## src/hdl/stf_pwm_pkg.sv

```systemverilog
// Shared constants for the servo target filter and PWM duty mapper.
// Fixed field widths, angle scale, reset values and register indexes.
// No dependencies.
package stf_pwm_pkg;

  localparam int ANGLE_W = 14;   // angles in 1/64 degree
  localparam int PULSE_W = 15;   // pulse widths in microseconds
  localparam int CMD_W   = 16;   // signed command value

  localparam logic [ANGLE_W-1:0] FULL_ANGLE = 14'd11520;  // 180 degrees
  localparam logic [ANGLE_W-1:0] HOME_ANGLE = 14'd5760;   // 90 degrees
  localparam logic [PULSE_W-1:0] NORM_FULL  = 15'd16384;  // full span of a position

  localparam logic [2:0] FILTER_DIV = 3'd5;  // smoothing moves 1/5 of the way

  localparam logic [PULSE_W-1:0] MIN_PULSE_RST = 15'd1050;
  localparam logic [PULSE_W-1:0] MAX_PULSE_RST = 15'd1950;

  // register indexes (byte address / 4)
  localparam logic [1:0] REG_ENABLE    = 2'd0;
  localparam logic [1:0] REG_MIN_PULSE = 2'd1;
  localparam logic [1:0] REG_MAX_PULSE = 2'd2;

  localparam int CFG_AW = 4;
  localparam int CFG_DW = 32;

endpackage

```

## src/hdl/servo_target_filter_to_pwm_duty.sv

```systemverilog
// Servo command filter and PWM duty mapper, top level.
// Bit-serial shared divider and shift-add multiplier with their sequencer.
// Depends on stf_pwm_pkg.
//
// Usage:
//   Input channel (in_*): one servo command per transfer - request type (angle in
//   1/64 degree or position in 1/16384 span), channel index, signed value.
//   Output channel (out_*): exactly one result per command - index status,
//   duty write flag, channel, duty compare value, pulse width, new target and
//   new smoothed angle. Invalid index gives an all-zero result.
//   Config port (cfg_*): APB-style, regs at 0x0 enable, 0x4 min pulse,
//   0x8 max pulse. pready is tied high, reads return the register value.
// Timing:
//   One command at a time. in_ready rises together with out_valid, so the next
//   command is taken as soon as the previous result is shown. With outputs
//   disabled the multiply and the angle and duty divides are skipped; an invalid
//   index goes straight to the result. The time is set by the shared restoring
//   divider (one quotient bit per cycle, for the 1/5 filter step, the angle scale
//   and the duty) and the shift-add multiply.
//   The input is taken again while a result still waits in the output
//   register; a stalled receiver only holds the next result in its final state.
// Reset: synchronous, active low. Registers return to enabled / 1050 / 1950 us
//   and all smoothed angles to 90 degrees.
module servo_target_filter_to_pwm_duty #(
  parameter int SERVO_COUNT = 5,
  parameter int DUTY_BITS   = 14,
  parameter int PERIOD_US   = 20000
) (
  input  logic                               clk,
  input  logic                               rst_n,
  // command input
  input  logic                               in_valid,
  output logic                               in_ready,
  input  logic                               in_req_type,
  input  logic [2:0]                         in_servo_index,
  input  logic signed [stf_pwm_pkg::CMD_W-1:0] in_command_value,
  // result output
  output logic                               out_valid,
  input  logic                               out_ready,
  output logic                               out_index_ok,
  output logic                               out_duty_written,
  output logic [2:0]                         out_duty_channel,
  output logic [DUTY_BITS-1:0]               out_duty_value,
  output logic [stf_pwm_pkg::PULSE_W-1:0]    out_pulse_width_us,
  output logic [stf_pwm_pkg::ANGLE_W-1:0]    out_stored_target,
  output logic [stf_pwm_pkg::ANGLE_W-1:0]    out_filtered_target,
  // configuration
  input  logic                               cfg_psel,
  input  logic                               cfg_penable,
  input  logic                               cfg_pwrite,
  input  logic [stf_pwm_pkg::CFG_AW-1:0]     cfg_paddr,
  input  logic [stf_pwm_pkg::CFG_DW-1:0]     cfg_pwdata,
  output logic [stf_pwm_pkg::CFG_DW-1:0]     cfg_prdata,
  output logic                               cfg_pready
);
  import stf_pwm_pkg::*;

  // widths that follow from the parameters
  localparam int PW_W   = $clog2(PERIOD_US + 1);                    // pulse clipped to period
  localparam int DV_W   = (PW_W > ANGLE_W) ? PW_W : ANGLE_W;        // divisor / remainder
  localparam int QW     = (DUTY_BITS > PULSE_W) ? DUTY_BITS : PULSE_W; // quotient shifter
  localparam int NUM_W  = PW_W + DUTY_BITS;                         // duty numerator
  localparam int SIDX_W = (SERVO_COUNT > 1) ? $clog2(SERVO_COUNT) : 1;
  localparam int HALF_PERIOD = PERIOD_US / 2;

  typedef enum logic [11:0] {
    S_IDLE = 12'b0000_0000_0001,
    S_TGT  = 12'b0000_0000_0010,
    S_DIFF = 12'b0000_0000_0100,
    S_DIV5 = 12'b0000_0000_1000,
    S_FILT = 12'b0000_0001_0000,
    S_MUL  = 12'b0000_0010_0000,
    S_DIVA = 12'b0000_0100_0000,
    S_PW   = 12'b0000_1000_0000,
    S_RND  = 12'b0001_0000_0000,
    S_NUM  = 12'b0010_0000_0000,
    S_DIVB = 12'b0100_0000_0000,
    S_DONE = 12'b1000_0000_0000
  } state_t;

  // control state
  state_t              state_r, state_nxt;
  logic [4:0]          cnt_r, cnt_nxt;
  logic                out_valid_r, out_valid_nxt;
  logic                en_r, en_nxt;
  logic [PULSE_W-1:0]  min_r, min_nxt;
  logic [PULSE_W-1:0]  max_r, max_nxt;
  logic [ANGLE_W-1:0]  smooth_r [SERVO_COUNT];
  logic                smooth_we;

  // working registers
  logic                     kind_r, kind_nxt;
  logic [2:0]               ch_r, ch_nxt;
  logic signed [CMD_W-1:0]  cmd_r, cmd_nxt;
  logic                     ok_r, ok_nxt;
  logic                     wr_r, wr_nxt;
  logic [ANGLE_W-1:0]       tgt_r, tgt_nxt;
  logic                     neg_r, neg_nxt;
  logic [ANGLE_W-1:0]       filt_r, filt_nxt;
  logic [PULSE_W-1:0]       span_r, span_nxt;
  logic [PULSE_W-1:0]       pw_r, pw_nxt;
  logic [PW_W:0]            rnd_r, rnd_nxt;
  logic [DV_W-1:0]          rem_r, rem_nxt;
  logic [QW-1:0]            ql_r, ql_nxt;
  logic [PULSE_W-1:0]       mhi_r, mhi_nxt;
  logic [ANGLE_W-1:0]       mlo_r, mlo_nxt;

  // output registers
  logic                  out_ok_r, out_ok_nxt;
  logic                  out_wr_r, out_wr_nxt;
  logic [2:0]            out_ch_r, out_ch_nxt;
  logic [DUTY_BITS-1:0]  out_duty_r, out_duty_nxt;
  logic [PULSE_W-1:0]    out_pw_r, out_pw_nxt;
  logic [ANGLE_W-1:0]    out_tgt_r, out_tgt_nxt;
  logic [ANGLE_W-1:0]    out_filt_r, out_filt_nxt;

  // datapath terms
  logic                  in_xfer;
  logic                  cfg_wr;
  logic                  out_load;
  logic [SIDX_W-1:0]     cidx;
  logic [ANGLE_W-1:0]    smooth_cur;
  logic [PULSE_W-1:0]    vnorm;
  logic [19:0]           v45;
  logic [ANGLE_W-1:0]    tgt_c;
  logic [ANGLE_W:0]      sdiff;
  logic [ANGLE_W:0]      adiff;
  logic [ANGLE_W-1:0]    filt_c;
  logic [DV_W-1:0]       divisor;
  logic [DV_W:0]         div_sh;
  logic [DV_W+1:0]       div_sub;
  logic                  qbit;
  logic [PULSE_W:0]      mul_add;
  logic [PULSE_W:0]      pw_sum;
  logic [PW_W-1:0]       pwc;
  logic [NUM_W-1:0]      num;

  assign in_ready   = (state_r == S_IDLE);
  assign in_xfer    = in_valid && in_ready;
  assign cfg_pready = 1'b1;
  assign cfg_wr     = cfg_psel && cfg_penable && cfg_pwrite;
  assign out_load   = (state_r == S_DONE) && (!out_valid_r || out_ready);

  assign cidx       = ch_r[SIDX_W-1:0];
  assign smooth_cur = smooth_r[cidx];

  // target: clamp, position scaled by 45/64
  always_comb begin
    if (cmd_r[CMD_W-1]) begin
      vnorm = '0;
    end else if (cmd_r[PULSE_W-1:0] > NORM_FULL) begin
      vnorm = NORM_FULL;
    end else begin
      vnorm = cmd_r[PULSE_W-1:0];
    end
    v45 = ({5'b0, vnorm} << 5) + ({5'b0, vnorm} << 3) + ({5'b0, vnorm} << 2) + {5'b0, vnorm};
    if (kind_r) begin
      tgt_c = v45[19:6];
    end else if (cmd_r[CMD_W-1]) begin
      tgt_c = '0;
    end else if (cmd_r[PULSE_W-1:0] > {1'b0, FULL_ANGLE}) begin
      tgt_c = FULL_ANGLE;
    end else begin
      tgt_c = cmd_r[ANGLE_W-1:0];
    end
  end

  assign sdiff  = {1'b0, tgt_r} - {1'b0, smooth_cur};
  assign adiff  = sdiff[ANGLE_W] ? (~sdiff + 1'b1) : sdiff;
  // quotient toward zero, applied with the sign of the difference
  assign filt_c = neg_r ? (smooth_cur - ql_r[ANGLE_W-1:0]) : (smooth_cur + ql_r[ANGLE_W-1:0]);

  // shared restoring divider, one quotient bit per cycle
  always_comb begin
    case (state_r)
      S_DIV5:  divisor = DV_W'(FILTER_DIV);
      S_DIVA:  divisor = DV_W'(FULL_ANGLE);
      default: divisor = DV_W'(PERIOD_US);
    endcase
  end
  assign div_sh  = {rem_r, ql_r[QW-1]};
  assign div_sub = {1'b0, div_sh} - {2'b0, divisor};
  assign qbit    = !div_sub[DV_W+1];

  // shift-add multiplier step: filtered angle times span
  assign mul_add = {1'b0, mhi_r} + (mlo_r[0] ? {1'b0, span_r} : '0);

  assign pw_sum = {1'b0, min_r} + {1'b0, ql_r[PULSE_W-1:0]};
  assign pwc    = ({1'b0, pw_r} > 16'(PERIOD_US)) ? PW_W'(PERIOD_US) : PW_W'(pw_r);
  // pw * (2^DUTY_BITS - 1) + PERIOD/2 as (pw << DUTY_BITS) + (PERIOD/2 - pw)
  assign num    = (NUM_W'(pwc) << DUTY_BITS) + {{(NUM_W-PW_W-1){rnd_r[PW_W]}}, rnd_r};

  always_comb begin
    state_nxt = state_r;
    cnt_nxt   = cnt_r;
    kind_nxt  = kind_r;
    ch_nxt    = ch_r;
    cmd_nxt   = cmd_r;
    ok_nxt    = ok_r;
    wr_nxt    = wr_r;
    tgt_nxt   = tgt_r;
    neg_nxt   = neg_r;
    filt_nxt  = filt_r;
    span_nxt  = span_r;
    pw_nxt    = pw_r;
    rnd_nxt   = rnd_r;
    rem_nxt   = rem_r;
    ql_nxt    = ql_r;
    mhi_nxt   = mhi_r;
    mlo_nxt   = mlo_r;
    smooth_we = 1'b0;

    unique case (state_r) inside
      S_IDLE: begin
        if (in_xfer) begin
          kind_nxt  = in_req_type;
          ch_nxt    = in_servo_index;
          cmd_nxt   = in_command_value;
          ok_nxt    = (4'(in_servo_index) < 4'(SERVO_COUNT));
          wr_nxt    = 1'b0;
          state_nxt = (4'(in_servo_index) < 4'(SERVO_COUNT)) ? S_TGT : S_DONE;
        end
      end
      S_TGT: begin
        tgt_nxt   = tgt_c;
        state_nxt = S_DIFF;
      end
      S_DIFF: begin
        neg_nxt   = sdiff[ANGLE_W];
        rem_nxt   = '0;
        ql_nxt    = QW'(adiff[ANGLE_W-1:0]) << (QW - ANGLE_W);
        cnt_nxt   = 5'(ANGLE_W);
        state_nxt = S_DIV5;
      end
      S_DIV5, S_DIVA, S_DIVB: begin
        rem_nxt = qbit ? div_sub[DV_W-1:0] : div_sh[DV_W-1:0];
        ql_nxt  = {ql_r[QW-2:0], qbit};
        cnt_nxt = cnt_r - 5'd1;
        if (cnt_r == 5'd1) begin
          if (state_r == S_DIV5) begin
            state_nxt = S_FILT;
          end else if (state_r == S_DIVA) begin
            state_nxt = S_PW;
          end else begin
            state_nxt = S_DONE;
          end
        end
      end
      S_FILT: begin
        filt_nxt  = filt_c;
        smooth_we = 1'b1;
        span_nxt  = (max_r >= min_r) ? (max_r - min_r) : '0;
        mhi_nxt   = '0;
        mlo_nxt   = filt_c;
        cnt_nxt   = 5'(ANGLE_W);
        wr_nxt    = en_r;
        state_nxt = en_r ? S_MUL : S_DONE;
      end
      S_MUL: begin
        mhi_nxt = mul_add[PULSE_W:1];
        mlo_nxt = {mul_add[0], mlo_r[ANGLE_W-1:1]};
        cnt_nxt = cnt_r - 5'd1;
        if (cnt_r == 5'd1) begin
          // product bits above the quotient width seed the remainder
          rem_nxt   = DV_W'(mul_add[PULSE_W:2]);
          ql_nxt    = QW'({mul_add[1:0], mlo_r[ANGLE_W-1:1]}) << (QW - PULSE_W);
          cnt_nxt   = 5'(PULSE_W);
          state_nxt = S_DIVA;
        end
      end
      S_PW: begin
        pw_nxt    = (pw_sum > {1'b0, max_r}) ? max_r : pw_sum[PULSE_W-1:0];
        state_nxt = S_RND;
      end
      S_RND: begin
        rnd_nxt   = (PW_W+1)'(HALF_PERIOD) - {1'b0, pwc};
        state_nxt = S_NUM;
      end
      S_NUM: begin
        rem_nxt   = DV_W'(num[NUM_W-1:DUTY_BITS]);
        ql_nxt    = QW'(num[DUTY_BITS-1:0]) << (QW - DUTY_BITS);
        cnt_nxt   = 5'(DUTY_BITS);
        state_nxt = S_DIVB;
      end
      S_DONE: begin
        if (out_load) begin
          state_nxt = S_IDLE;
        end
      end
      default: state_nxt = S_IDLE;
    endcase
  end

  // result register
  always_comb begin
    out_ok_nxt    = out_ok_r;
    out_wr_nxt    = out_wr_r;
    out_ch_nxt    = out_ch_r;
    out_duty_nxt  = out_duty_r;
    out_pw_nxt    = out_pw_r;
    out_tgt_nxt   = out_tgt_r;
    out_filt_nxt  = out_filt_r;
    out_valid_nxt = out_valid_r;
    if (out_load) begin
      out_valid_nxt = 1'b1;
      out_ok_nxt    = ok_r;
      out_wr_nxt    = ok_r && wr_r;
      out_ch_nxt    = (ok_r && wr_r) ? ch_r : '0;
      out_duty_nxt  = (ok_r && wr_r) ? ql_r[DUTY_BITS-1:0] : '0;
      out_pw_nxt    = (ok_r && wr_r) ? pw_r : '0;
      out_tgt_nxt   = ok_r ? tgt_r : '0;
      out_filt_nxt  = ok_r ? filt_r : '0;
    end else if (out_ready) begin
      out_valid_nxt = 1'b0;
    end
  end

  // configuration writes
  always_comb begin
    en_nxt  = en_r;
    min_nxt = min_r;
    max_nxt = max_r;
    if (cfg_wr) begin
      unique case (cfg_paddr[3:2])
        REG_ENABLE:    en_nxt  = cfg_pwdata[0];
        REG_MIN_PULSE: min_nxt = cfg_pwdata[PULSE_W-1:0];
        REG_MAX_PULSE: max_nxt = cfg_pwdata[PULSE_W-1:0];
        default: ;
      endcase
    end
  end

  always_comb begin
    unique case (cfg_paddr[3:2])
      REG_ENABLE:    cfg_prdata = {{(CFG_DW-1){1'b0}}, en_r};
      REG_MIN_PULSE: cfg_prdata = {{(CFG_DW-PULSE_W){1'b0}}, min_r};
      REG_MAX_PULSE: cfg_prdata = {{(CFG_DW-PULSE_W){1'b0}}, max_r};
      default:       cfg_prdata = '0;
    endcase
  end

  always_ff @(posedge clk) begin
    if (!rst_n) begin
      state_r     <= S_IDLE;
      cnt_r       <= '0;
      out_valid_r <= 1'b0;
      en_r        <= 1'b1;
      min_r       <= MIN_PULSE_RST;
      max_r       <= MAX_PULSE_RST;
      for (int i = 0; i < SERVO_COUNT; i++) begin
        smooth_r[i] <= HOME_ANGLE;
      end
    end else begin
      state_r     <= state_nxt;
      cnt_r       <= cnt_nxt;
      out_valid_r <= out_valid_nxt;
      en_r        <= en_nxt;
      min_r       <= min_nxt;
      max_r       <= max_nxt;
      if (smooth_we) begin
        smooth_r[cidx] <= filt_c;
      end
    end
  end

  always_ff @(posedge clk) begin
    kind_r     <= kind_nxt;
    ch_r       <= ch_nxt;
    cmd_r      <= cmd_nxt;
    ok_r       <= ok_nxt;
    wr_r       <= wr_nxt;
    tgt_r      <= tgt_nxt;
    neg_r      <= neg_nxt;
    filt_r     <= filt_nxt;
    span_r     <= span_nxt;
    pw_r       <= pw_nxt;
    rnd_r      <= rnd_nxt;
    rem_r      <= rem_nxt;
    ql_r       <= ql_nxt;
    mhi_r      <= mhi_nxt;
    mlo_r      <= mlo_nxt;
    out_ok_r   <= out_ok_nxt;
    out_wr_r   <= out_wr_nxt;
    out_ch_r   <= out_ch_nxt;
    out_duty_r <= out_duty_nxt;
    out_pw_r   <= out_pw_nxt;
    out_tgt_r  <= out_tgt_nxt;
    out_filt_r <= out_filt_nxt;
  end

  assign out_valid           = out_valid_r;
  assign out_index_ok        = out_ok_r;
  assign out_duty_written    = out_wr_r;
  assign out_duty_channel    = out_ch_r;
  assign out_duty_value      = out_duty_r;
  assign out_pulse_width_us  = out_pw_r;
  assign out_stored_target   = out_tgt_r;
  assign out_filtered_target = out_filt_r;

  // one command in flight
  a_busy_after_xfer: assert property (@(posedge clk) disable iff (!rst_n)
    in_xfer |=> !in_ready)
    else $error("command taken while a previous one is in work");

  a_write_needs_ok: assert property (@(posedge clk) disable iff (!rst_n)
    (out_valid_r && out_wr_r) |-> out_ok_r)
    else $error("duty written for an invalid channel");

  a_pulse_in_window: assert property (@(posedge clk) disable iff (!rst_n)
    (out_valid_r && out_wr_r) |-> (out_pw_r <= max_r))
    else $error("pulse width above the maximum pulse");

  a_angles_in_range: assert property (@(posedge clk) disable iff (!rst_n)
    out_valid_r |-> ((out_filt_r <= FULL_ANGLE) && (out_tgt_r <= FULL_ANGLE)))
    else $error("angle beyond 180 degrees");

endmodule
```

## config.mk

```make
export PLATFORM = sky130hd
export DESIGN_NAME = servo_target_filter_to_pwm_duty
export DESIGN_NICKNAME = d
export VERILOG_FILES = /design/src/hdl/stf_pwm_pkg.sv /design/src/hdl/servo_target_filter_to_pwm_duty.sv
export SDC_FILE = /design/constraint.sdc
export NUM_CORES = 1
export LEC_CHECK = 0
export BUFFER_PORTS_ARGS = -buffer_cell sky130_fd_sc_hd__buf_2
export CORE_MARGIN = 4
export CORE_UTILIZATION = 59
export DETAILED_ROUTE_END_ITERATION = 10
export PLACE_DENSITY = 0.82
export SETUP_SLACK_MARGIN = 0.3
export SLEW_MARGIN = 5
export SYNTH_ARGS = -nofsm -noshare
export SYNTH_HDL_FRONTEND = slang
export SYNTH_SLANG_ARGS = --single-unit
```

## constraint.sdc

```tcl
create_clock -name clk -period 16.11 [get_ports clk]
set_clock_uncertainty 0.05 [all_clocks]
set_input_delay 1.611 -clock clk [delete_from_list [all_inputs] [get_ports clk]]
set_output_delay 1.611 -clock clk [all_outputs]
set_load 0.02 [all_outputs]
```

# [After elaboration in Yosys (flattened, before gate mapping)]
# Memory sizes are Yosys's and may differ from the RTL's. A register that Yosys moved wholly into a read port is not among the register bits.
# Cells that the tools add are included.
[totals] regBits=267 ramBits=70 in_bits=63 out_inout_bits=97 word_cells=136 n_memories=1
[memory_table] memory="smooth_r" words=5 word_bits=14 rd=1 rd_clocked_by_memory_dff=1 write_ports=5 line="servo_target_filter_to_pwm_duty.sv:88" source="logic [ANGLE_W-1:0] smooth_r [SERVO_COUNT];"
[op_classes] addsub=14 magnitude_cmp=6 eq_ne=19 muxes=43 n_bitwise=1 n_reduce_logical=24
[op_table] cell="15-bit 2-to-1 mux" n=8
[op_table] cell="12-bit case mux with 10 select lines" n=1
[op_table] cell="15-bit case mux with 4 select lines" n=2
[op_table] cell="12-bit 2-to-1 mux" n=8
[op_table] cell="14-bit 2-to-1 mux" n=6
[op_table] cell="15-bit case mux with 2 select lines" n=2
[op_table] cell="15-bit case mux with 3 select lines" n=1
[op_table] cell="15-bit by 15-bit adder with 16-bit output" n=2
[op_table] cell="15-bit greater-than comparator, second input constant" n=2
[op_table] cell="29-bit adder" n=1
[op_table] cell="14-bit case mux with 2 select lines" n=1
[op_table] cell="20-bit by 15-bit adder with 20-bit output" n=1
[op_table] cell="20-bit by 17-bit adder with 20-bit output" n=1
[op_table] cell="20-bit by 18-bit adder with 20-bit output" n=1
[op_table] cell="16-bit by 15-bit subtractor with 17-bit output" n=1
[op_table] cell="16-bit by 15-bit greater-than comparator with 1-bit output" n=1
[op_table] cell="14-bit by 15-bit subtractor with 16-bit output, first input constant" n=1
[op_table] cell="15-bit greater-or-equal comparator" n=1
[op_table] cell="15-bit by 14-bit greater-than comparator with 1-bit output, second input constant" n=1
[op_table] cell="5-bit case mux with 3 select lines" n=1
[op_table] cell="14-bit by 14-bit subtractor with 15-bit output" n=1
[op_table] cell="15-bit subtractor" n=1
[op_table] cell="14-bit by 1-bit adder with 14-bit output, second input constant" n=1
[op_table] cell="14-bit adder" n=1
[op_table] cell="other kinds (36)" n=60

# [Logic depth before layout (Yosys ltp)]
# Gate-level depths: netlist of run 1.
[depth] depth_word=7 ltp_mapped=22

# [Least setup slack after synthesis of run 1]
# OpenSTA, ideal clock, no wires.
[synth_path] path_type="reg-to-reg" start="register cmd_r[2]" end="register tgt_r[13], data pin" setup_ns=0.256 arrival_ns=4.873 t_required_ns=15.804 slack_ns=10.931 stages_incl_launch_ff=23 path_buffers=3 period_less_slack_ns=5.179 path_cell_list="edfxtp_1 > clkbuf_1 > nor4_1 > nand3_1 > or4_1 > a21oi_1 > clkbuf_1 > clkbuf_1 > and2_1 > ha_1 > xor2_1 > fa_1 > inv_1 > ha_1 > nor4_1 > o21ai_1 > nand3_1 > a31o_2 > o21ai_1 > o41ai_1 > xnor2_1 > a211oi_1 > a31o_2"
[synth_between] elab_chain_cells=7 elab_cells_between_ends=10
[synth_rtl] element="start: declaration" line="servo_target_filter_to_pwm_duty.sv:94" source="logic signed [CMD_W-1:0] cmd_r, cmd_nxt;"
[synth_rtl] element="start signal: assignment" line="servo_target_filter_to_pwm_duty.sv:369" source="cmd_r <= cmd_nxt;"
[synth_rtl] element="15-bit greater-than comparator" line="servo_target_filter_to_pwm_duty.sv:151" source="end else if (cmd_r[PULSE_W-1:0] > NORM_FULL) begin"
[synth_rtl] element="15-bit 2-to-1 mux" line="servo_target_filter_to_pwm_duty.sv:151"
[synth_rtl] element="15-bit 2-to-1 mux" line="servo_target_filter_to_pwm_duty.sv:149" source="if (cmd_r[CMD_W-1]) begin"
[synth_rtl] element="20-bit by 18-bit adder with 20-bit output" line="servo_target_filter_to_pwm_duty.sv:156" source="v45 = ({5'b0, vnorm} << 5) + ({5'b0, vnorm} << 3) + ({5'b0, vnorm} << 2) + {5'b0, vnorm};"
[synth_rtl] element="20-bit by 17-bit adder with 20-bit output" line="servo_target_filter_to_pwm_duty.sv:156"
[synth_rtl] element="20-bit by 15-bit adder with 20-bit output" line="servo_target_filter_to_pwm_duty.sv:156"
[synth_rtl] element="14-bit 2-to-1 mux (*)" line="servo_target_filter_to_pwm_duty.sv:157" source="if (kind_r) begin"
[synth_rtl] element="via tgt_c[13]" line="servo_target_filter_to_pwm_duty.sv:125" source="logic [ANGLE_W-1:0] tgt_c;"
[synth_rtl] element="end signal: assignment" line="servo_target_filter_to_pwm_duty.sv:372" source="tgt_r <= tgt_nxt;"
[synth_rtl] element="end: declaration" line="servo_target_filter_to_pwm_duty.sv:97" source="logic [ANGLE_W-1:0] tgt_r, tgt_nxt;"
# The timed path passes the listed nets; every way through them passes the cells marked *.
# A chain may end at the register's enable or synchronous reset.

# [Worst setup path after layout of run 1]
# Same ends and word-level chain as after synthesis.

==> results of run 1 <==
## layout make-up
| type | count | area [µm²] | area share, % |
|---|---|---|---|
| clock buffer | 53 | 1110 | 4.46 |
| clock inverter | 22 | 208 | 0.834 |
| inverter | 142 | 533 | 2.14 |
| multi-input combinational | 1465 | 10700 | 43.0 |
| sequential | 382 | 11000 | 44.0 |
| tap | 511 | 639 | 2.57 |
| timing repair buffer | 141 | 753 | 3.02 |
## worst max-delay path: stages, from the launching register on
cell and delay [ns]:
edfxtp_1 0.53, nor4_1 0.28, nand3_1 0.16, or4_1 0.48
a21oi_1 0.16, buf_4 0.28, and2_1 0.22, ha_1 0.27
xor2_1 0.19, fa_1 0.50, inv_1 0.04, ha_1 0.22
nor4_1 0.26, o21ai_1 0.16, nand3_1 0.16, a31o_2 0.19
o21ai_1 0.13, o41ai_1 0.36, xnor2_1 0.21, a211oi_1 0.11
a31o_2 0.24
## report_power, final
part / total (µW) / switching [µW] / internal [µW]
registers: 1160 / 23.8 / 1140
clock network: 927 / 389 / 539
logic: 571 / 363 / 208
## stage by stage
stage / setup WS, ns / hold WS (ns)
floorplan: 10.93 / 0.424
global placement: 10.74 / 0.442
detailed placement: 10.69 / 0.453
CTS: 10.67 / 0.462
global route: 10.35 / 0.480
finish: 10.66 / 0.468
## cells in the final DEF, fill, tap and decap left out, drive strengths merged, types with 16 or more instances in the layout
master	netlist	layout
and2	73	73
nand2	191	191
edfxtp	330	330
dfxtp	52	52
ha	144	144
o211ai	20	20
mux2	21	21
a21oi	87	87
mux2i	22	22
o21ai	87	87
nand2b	16	16
a22o	17	17
conb	2	18
buf	31	141
nor3	53	53
mux4	28	28
fa	18	18
clkbuf	59	53
nand3	26	26
nor4	16	16
a21boi	32	32
inv	142	146
nor2b	32	32
xor2	53	53
xnor2	82	82
and3	48	48
nor2	153	153
a21o	26	26
## sequential cells by signal, summed over array words and instances, names as in the netlist, 15 cells and up, named ones only
signal and flops:
cmd_r 16, max_r 15, mhi_r 15, min_r 15, out_pulse_width_us 15, pw_r 15
ql_r 15, rem_r 15, rnd_r 16, smooth_r 112, span_r 15
## cell families after synthesis
| family | after synthesis |
|---|---|
| xor gates and xnor gates | 135 |
| adders and majority gates | 165 |
| buffers and inverters | 232 |
| muxes | 71 |
| AOI/OAI and AO/OA | 392 |
| DFF | 382 |
| other | 2 |
| and+or+nand+nor | 684 |
## worst paths after layout
| kind | end | slack, ns |
|---|---|---|
| worst min-delay path | out_filtered_target[4] | 0.47 |
| worst max register to register | tgt_r[13] | 10.66 |
| worst min register to register | out_filtered_target[4] | 0.47 |
| worst max-delay path | tgt_r[13] | 10.66 |
## metal layers
| metal | GRT usage, % | part of all wire, % | vias to the layer above |
|---|---|---|---|
| met2 | 41.3 | 46 | 753 |
| met4 | 7.68 | 2.8 | 0 |
| met3 | 5.64 | 9.3 | 111 |
| met5 | 0 | 0 | - |
| li1 | - | - | 7705 |
| met1 | 37.2 | 42 | 7883 |
==> run_results.csv, run 1 <==
group,metric,value,unit
run_status,status,"finished clean",
detailed_routing,dr.pass1.iters,6,
clock_network,cts_setup_buffers,0,
flow_run,maxCapViolations,0,
clock_network,root_buffer,"clkbuf_16",
critical_path,endpoint_kind,"flip-flop",
synthesis,synth_most_common_cell,"edfxtp_1",
synthesis,synthTopCellsByCount,"edfxtp_1 (330), nand2_1 (191), nor2_1 (153), ha_1 (144), inv_1 (140)",
clock_network,clock_latency,0.58,ns
die,die_h,203,µm
clock_network,clock_path_buffers,3,
synthesis,syn_area,22500,µm²
sta,period_minus_slack,5.45,ns
synthesis,ys_seq_area_share,48.7,%
sta,fin_setup_tns,0,ns
synthesis,syn_avg_cell_area,10.9,µm²
die,num_io_pins,160,
global_route,track_usage,26.2,%
cells_and_area,layout-drive-gt1-share,13.6,%
detailed_routing,wl,54.9,mm
cells_and_area,stdcell_area,24900,µm²
critical_path,startpoint,"cmd_r[2]",
critical_path,cp.required,16.37,ns
synthesis,synth_xor_xnor_area_share,5.29,%
cells_and_area,fill_cells,2856,
detailed_routing,vias,16500,
place,placedCellCount,2641,
die,core_area,37700,µm²
global_route,grt_max_degree,63,
power_and_ir_drop,vdd_drop_max,0.0801,mV
hold_path,hp-class,"flip-flop to flip-flop",
synthesis,ys_seq_elements,382,
cells_and_area,insertedDiodeCount,0,
sta,relSlewSlack,17.6,%
global_route,grt_overflow,0,
cells_and_area,area_growth_syn_to_layout,10.7,%
power_and_ir_drop,powerDensity,107,nW/µm²
synthesis,yosys.cell_types.count,91,
place,globalplace.congestion,0.946,
synthesis,netlist.area_leader.share,44.0,%
critical_path,timing.rr.start,"cmd_r[2]",
place,dp_hpwl,40.6,mm
clock_network,numCtsBuffers,41,
synthesis,synthSimpleGateAreaFrac,15.3,%
detailed_routing,dr.first_iter.drc_count,1860,
sta,finalHoldViolations,0,
global_route,antenna_found_initial,0,
synthesis,synth_top_family_by_area,"simple AND/OR/NAND/NOR gates",
critical_path,rr_worst_depth,20,
clock_network,cts_resized,0,
clock_network,cts_hold_buf,0,
cells_and_area,finalNetCount,2398,
critical_path,start_kind,"flip-flop",
synthesis,postSynthCellCount,2063,
sta,setup-violations-final,0,
cells_and_area,final_util,66.1,%
detailed_routing,post_drt_wl_per_cell,20.2,µm
power_and_ir_drop,p_leak,0.00991,µW
synthesis,synthAdderAreaFrac,9.74,%
die,die_w,203,µm
synthesis,async_flop_share,0,%
global_route,grt_pass1_wl,86.2,mm
clock_network,clock-sinks,382,
synthesis,ys_warn_count,0,
synthesis,synthTopCellsByArea,"edfxtp_1 (44%), ha_1 (8.0%), dfxtp_1 (4.6%)",
critical_path,path_class,"flip-flop to flip-flop",
synthesis,yosys.area.top_type,"edfxtp_1",
detailed_routing,via_per_inst,6.06,
sta,rsz0062_at_grt,"false",
place,placed_cell_area,23600,µm²
sta,tightest_slew,1.23,ns
synthesis,synth_compound_area_share,11.9,%
detailed_routing,drc,0,
clock_network,clk_pin_slew,0.06,ns
clock_network,cts_tree,"built",
power_and_ir_drop,finalPower,2660,µW
cells_and_area,layoutNonFillerInstCount,2716,
hold_path,hold_start,"filt_r[4]",
die,die_area,41300,µm²
place,io_buffers,122,
sta,clock.fmax,0.184,GHz
global_route,grt_pass1_vias,15900,
die,start_util,59.7,%
sta,period_share,33.8,%
synthesis,synth_top_flop_cell,"edfxtp_1",
hold_path,holdPathStages,1,
die,row_count,71,
critical_path,cp_data_arrival_time,5.70,ns
critical_path,cp_max_fo,29,
sta,drv_slew,0,
clock_network,htreeDepth,2,
detailed_routing,ant_nets,0,
synthesis,synth-edff-count,330,
synthesis,synthMuxAreaShare,4.83,%
Power figures use the tool's default switching activity.
==> run 2, diff against run 1 <==
- clock period: 16.11 -> 5.2 ns (I/O delays scaled with it)
==> run_results.csv, run 2 (synthesis gave the netlist of run 1 again) <==
group,metric,value,unit
run_status,status,"finished clean",
clock_network,htreeDepth,2,
global_route,grt_pass1_wl,89.5,mm
critical_path,critPathTopFamily,"simple AND/OR/NAND/NOR gates",
die,num_io_pins,160,
power_and_ir_drop,finalPower,8540,µW
cells_and_area,top_register,"smooth_r",
global_route,grt_max_degree,63,
sta,rsz0062_at_grt,"true",
power_and_ir_drop,p_sw,2550,µW
die,core_area,37700,µm²
power_and_ir_drop,power_switching_share,29.8,%
clock_network,clk_pin_slew,0.06,ns
cells_and_area,final_util,68.1,%
clock_network,clock_latency,0.58,ns
cells_and_area,largest_reg_flops,112,
sta,relSlewSlack,17.2,%
cells_and_area,final_cell_mix,"edfxtp_1 (330), nand2_1 (191), nor2_1 (152)",
critical_path,path_class,"flip-flop to flip-flop",
global_route,grt_overflow,0,
detailed_routing,via_per_inst,6.11,
place,dp_hpwl,42.0,mm
cells_and_area,top_regs,"smooth_r: 112 flops, cmd_r: 16 flops, rnd_r: 16 flops",
sta,tightest_slew,1.24,ns
cells_and_area,mostFrequentLayoutCell,"edfxtp_1",
power_and_ir_drop,vdd_drop_max,0.330,mV
critical_path,cp.required,5.48,ns
critical_path,cp_data_arrival_time,5.21,ns
clock_network,root_buffer,"clkbuf_16",
critical_path,cp_max_fo,5,
critical_path,endpoint_kind,"flip-flop",
detailed_routing,wl,57.7,mm
detailed_routing,post_drt_wl_per_cell,20.8,µm
critical_path,path_common_cell,"ha_4",
cells_and_area,finalNetCount,2452,
clock_network,clock_path_buffers,3,
place,globalplace.congestion,0.914,
sta,period_minus_slack,4.93,ns
power_and_ir_drop,combinationalPowerShare,22.6,%
sta,fin_setup_tns,0,ns
die,die_area,41300,µm²
global_route,antenna_found_initial,0,
sta,setup-violations-final,0,
power_and_ir_drop,power_frac_seq,42.2,%
critical_path,start_kind,"flip-flop",
cells_and_area,fill_cells,2770,
hold_path,hp-class,"input port to flip-flop",
critical_path,cp.buffers_inverters,2,
power_and_ir_drop,p_leak,0.0102,µW
power_and_ir_drop,power_frac_clock,35.3,%
detailed_routing,dr.first_iter.drc_count,1994,
detailed_routing,drc,0,
sta,finalHoldViolations,0,
die,die_w,203,µm
flow_run,maxCapViolations,0,
die,row_count,71,
power_and_ir_drop,power.internal,5990,µW
critical_path,cp_cell_sequence,"or4_1, or4_4, a21oi_4, buf_6, and2_4, ha_4, xor2_2, fa_1, inv_2, ha_4, nor3_2, o21bai_1, nand3_2, a31o_4, o21ai_4, o41ai_2, xnor2_1, a211oi_1, a31o_2",
clock_network,cts_tree,"built",
critical_path,rrSetupSlack,0.27,ns
sta,clock.fmax,0.203,GHz
sta,drv_slew,0,
detailed_routing,dr.pass1.iters,9,
cells_and_area,layout-drive-gt1-share,17.5,%
detailed_routing,vias,16900,
global_route,grt_pass1_vias,16400,
die,start_util,59.7,%
place,io_buffers,122,
clock_network,clock-sinks,382,
global_route,track_usage,27.2,%
die,die_h,203,µm
cells_and_area,area_growth_syn_to_layout,14.0,%
critical_path,critPathSlowestCell,"or4_1",
sta,period_share,94.9,%
detailed_routing,ant_nets,0,
critical_path,max_stage_delay,0.53,ns
power_and_ir_drop,powerDensity,333,nW/µm²
clock_network,numCtsBuffers,41,
-- run 2: cell types whose count changed in the layout (fill, tap and decap cells not counted), moves of 4 or more --
| cell | delta |
|---|---|
| buf_4 | +51 |
| ha_1 | -7 |
| a21oi_1 | -5 |
| and2_1 | -4 |
| and2_4 | +4 |
| clkbuf_1 | -4 |
| ha_4 | +4 |
-- run 2: layer usage --
layer	vias to the layer above	part of all wire, %	track usage, %
met2	840	47	43.7
li1	7808	-	-
met4	0	2.8	7.52
met3	139	10	6.54
met5	-	0	0
met1	8143	41	37.5
-- run 2: worst paths after layout --
check                   start    endpoint  cells past startpoint
hold / removal    in_req_type      kind_r                      1
setup / recovery    cmd_r[13]   tgt_r[13]                     19
setup reg to reg    cmd_r[13]   tgt_r[13]                     19
hold reg to reg    state_r[1]  state_r[2]                      2
-- run 2: cell type report --
class	count	area [µm²]	area share [%]
Multi-Input combinational cell	1465	11000	42.7
Antenna cell	1	2.50	0.00976
Clock inverter	28	292	1.14
Clock buffer	48	1090	4.26
Inverter	142	533	2.08
Tap cell	511	639	2.49
Sequential cell	382	11000	42.7
Timing Repair Buffer	195	1170	4.58
-- run 2: timing repair --
action,4_1_cts,5_1_grt
hold buffers,0,0
endpoints found under the setup margin,16,49
gates resized for setup,5,44
gates cloned,0,1
buffers inserted,4,17
pin swaps,3,21
-- run 2: metrics by stage --
step                      instance area [µm²]  worst slack (ns)  hold WS [ns]  std cells
after detailed placement                23800            0.0795         0.454       2673
after CTS                               25300             0.236        0.0601       2753
after floorplan                         22600             0.306         0.424       2079
after global routing                    25600            0.0573        0.0620       2771
final                                   25700             0.266        0.0808       2772
after global placement                  23800             0.122         0.448       2673
-- run 2: power groups by stage --
stage	Clock, µW	Sequential [µW]	Combinational [µW]
after floorplan	0	3630	1300
after global placement	0	3660	1730
after detailed placement	0	3660	1800
after CTS	3040	3600	1830
after global routing	3170	3610	2100
final	3010	3600	1930
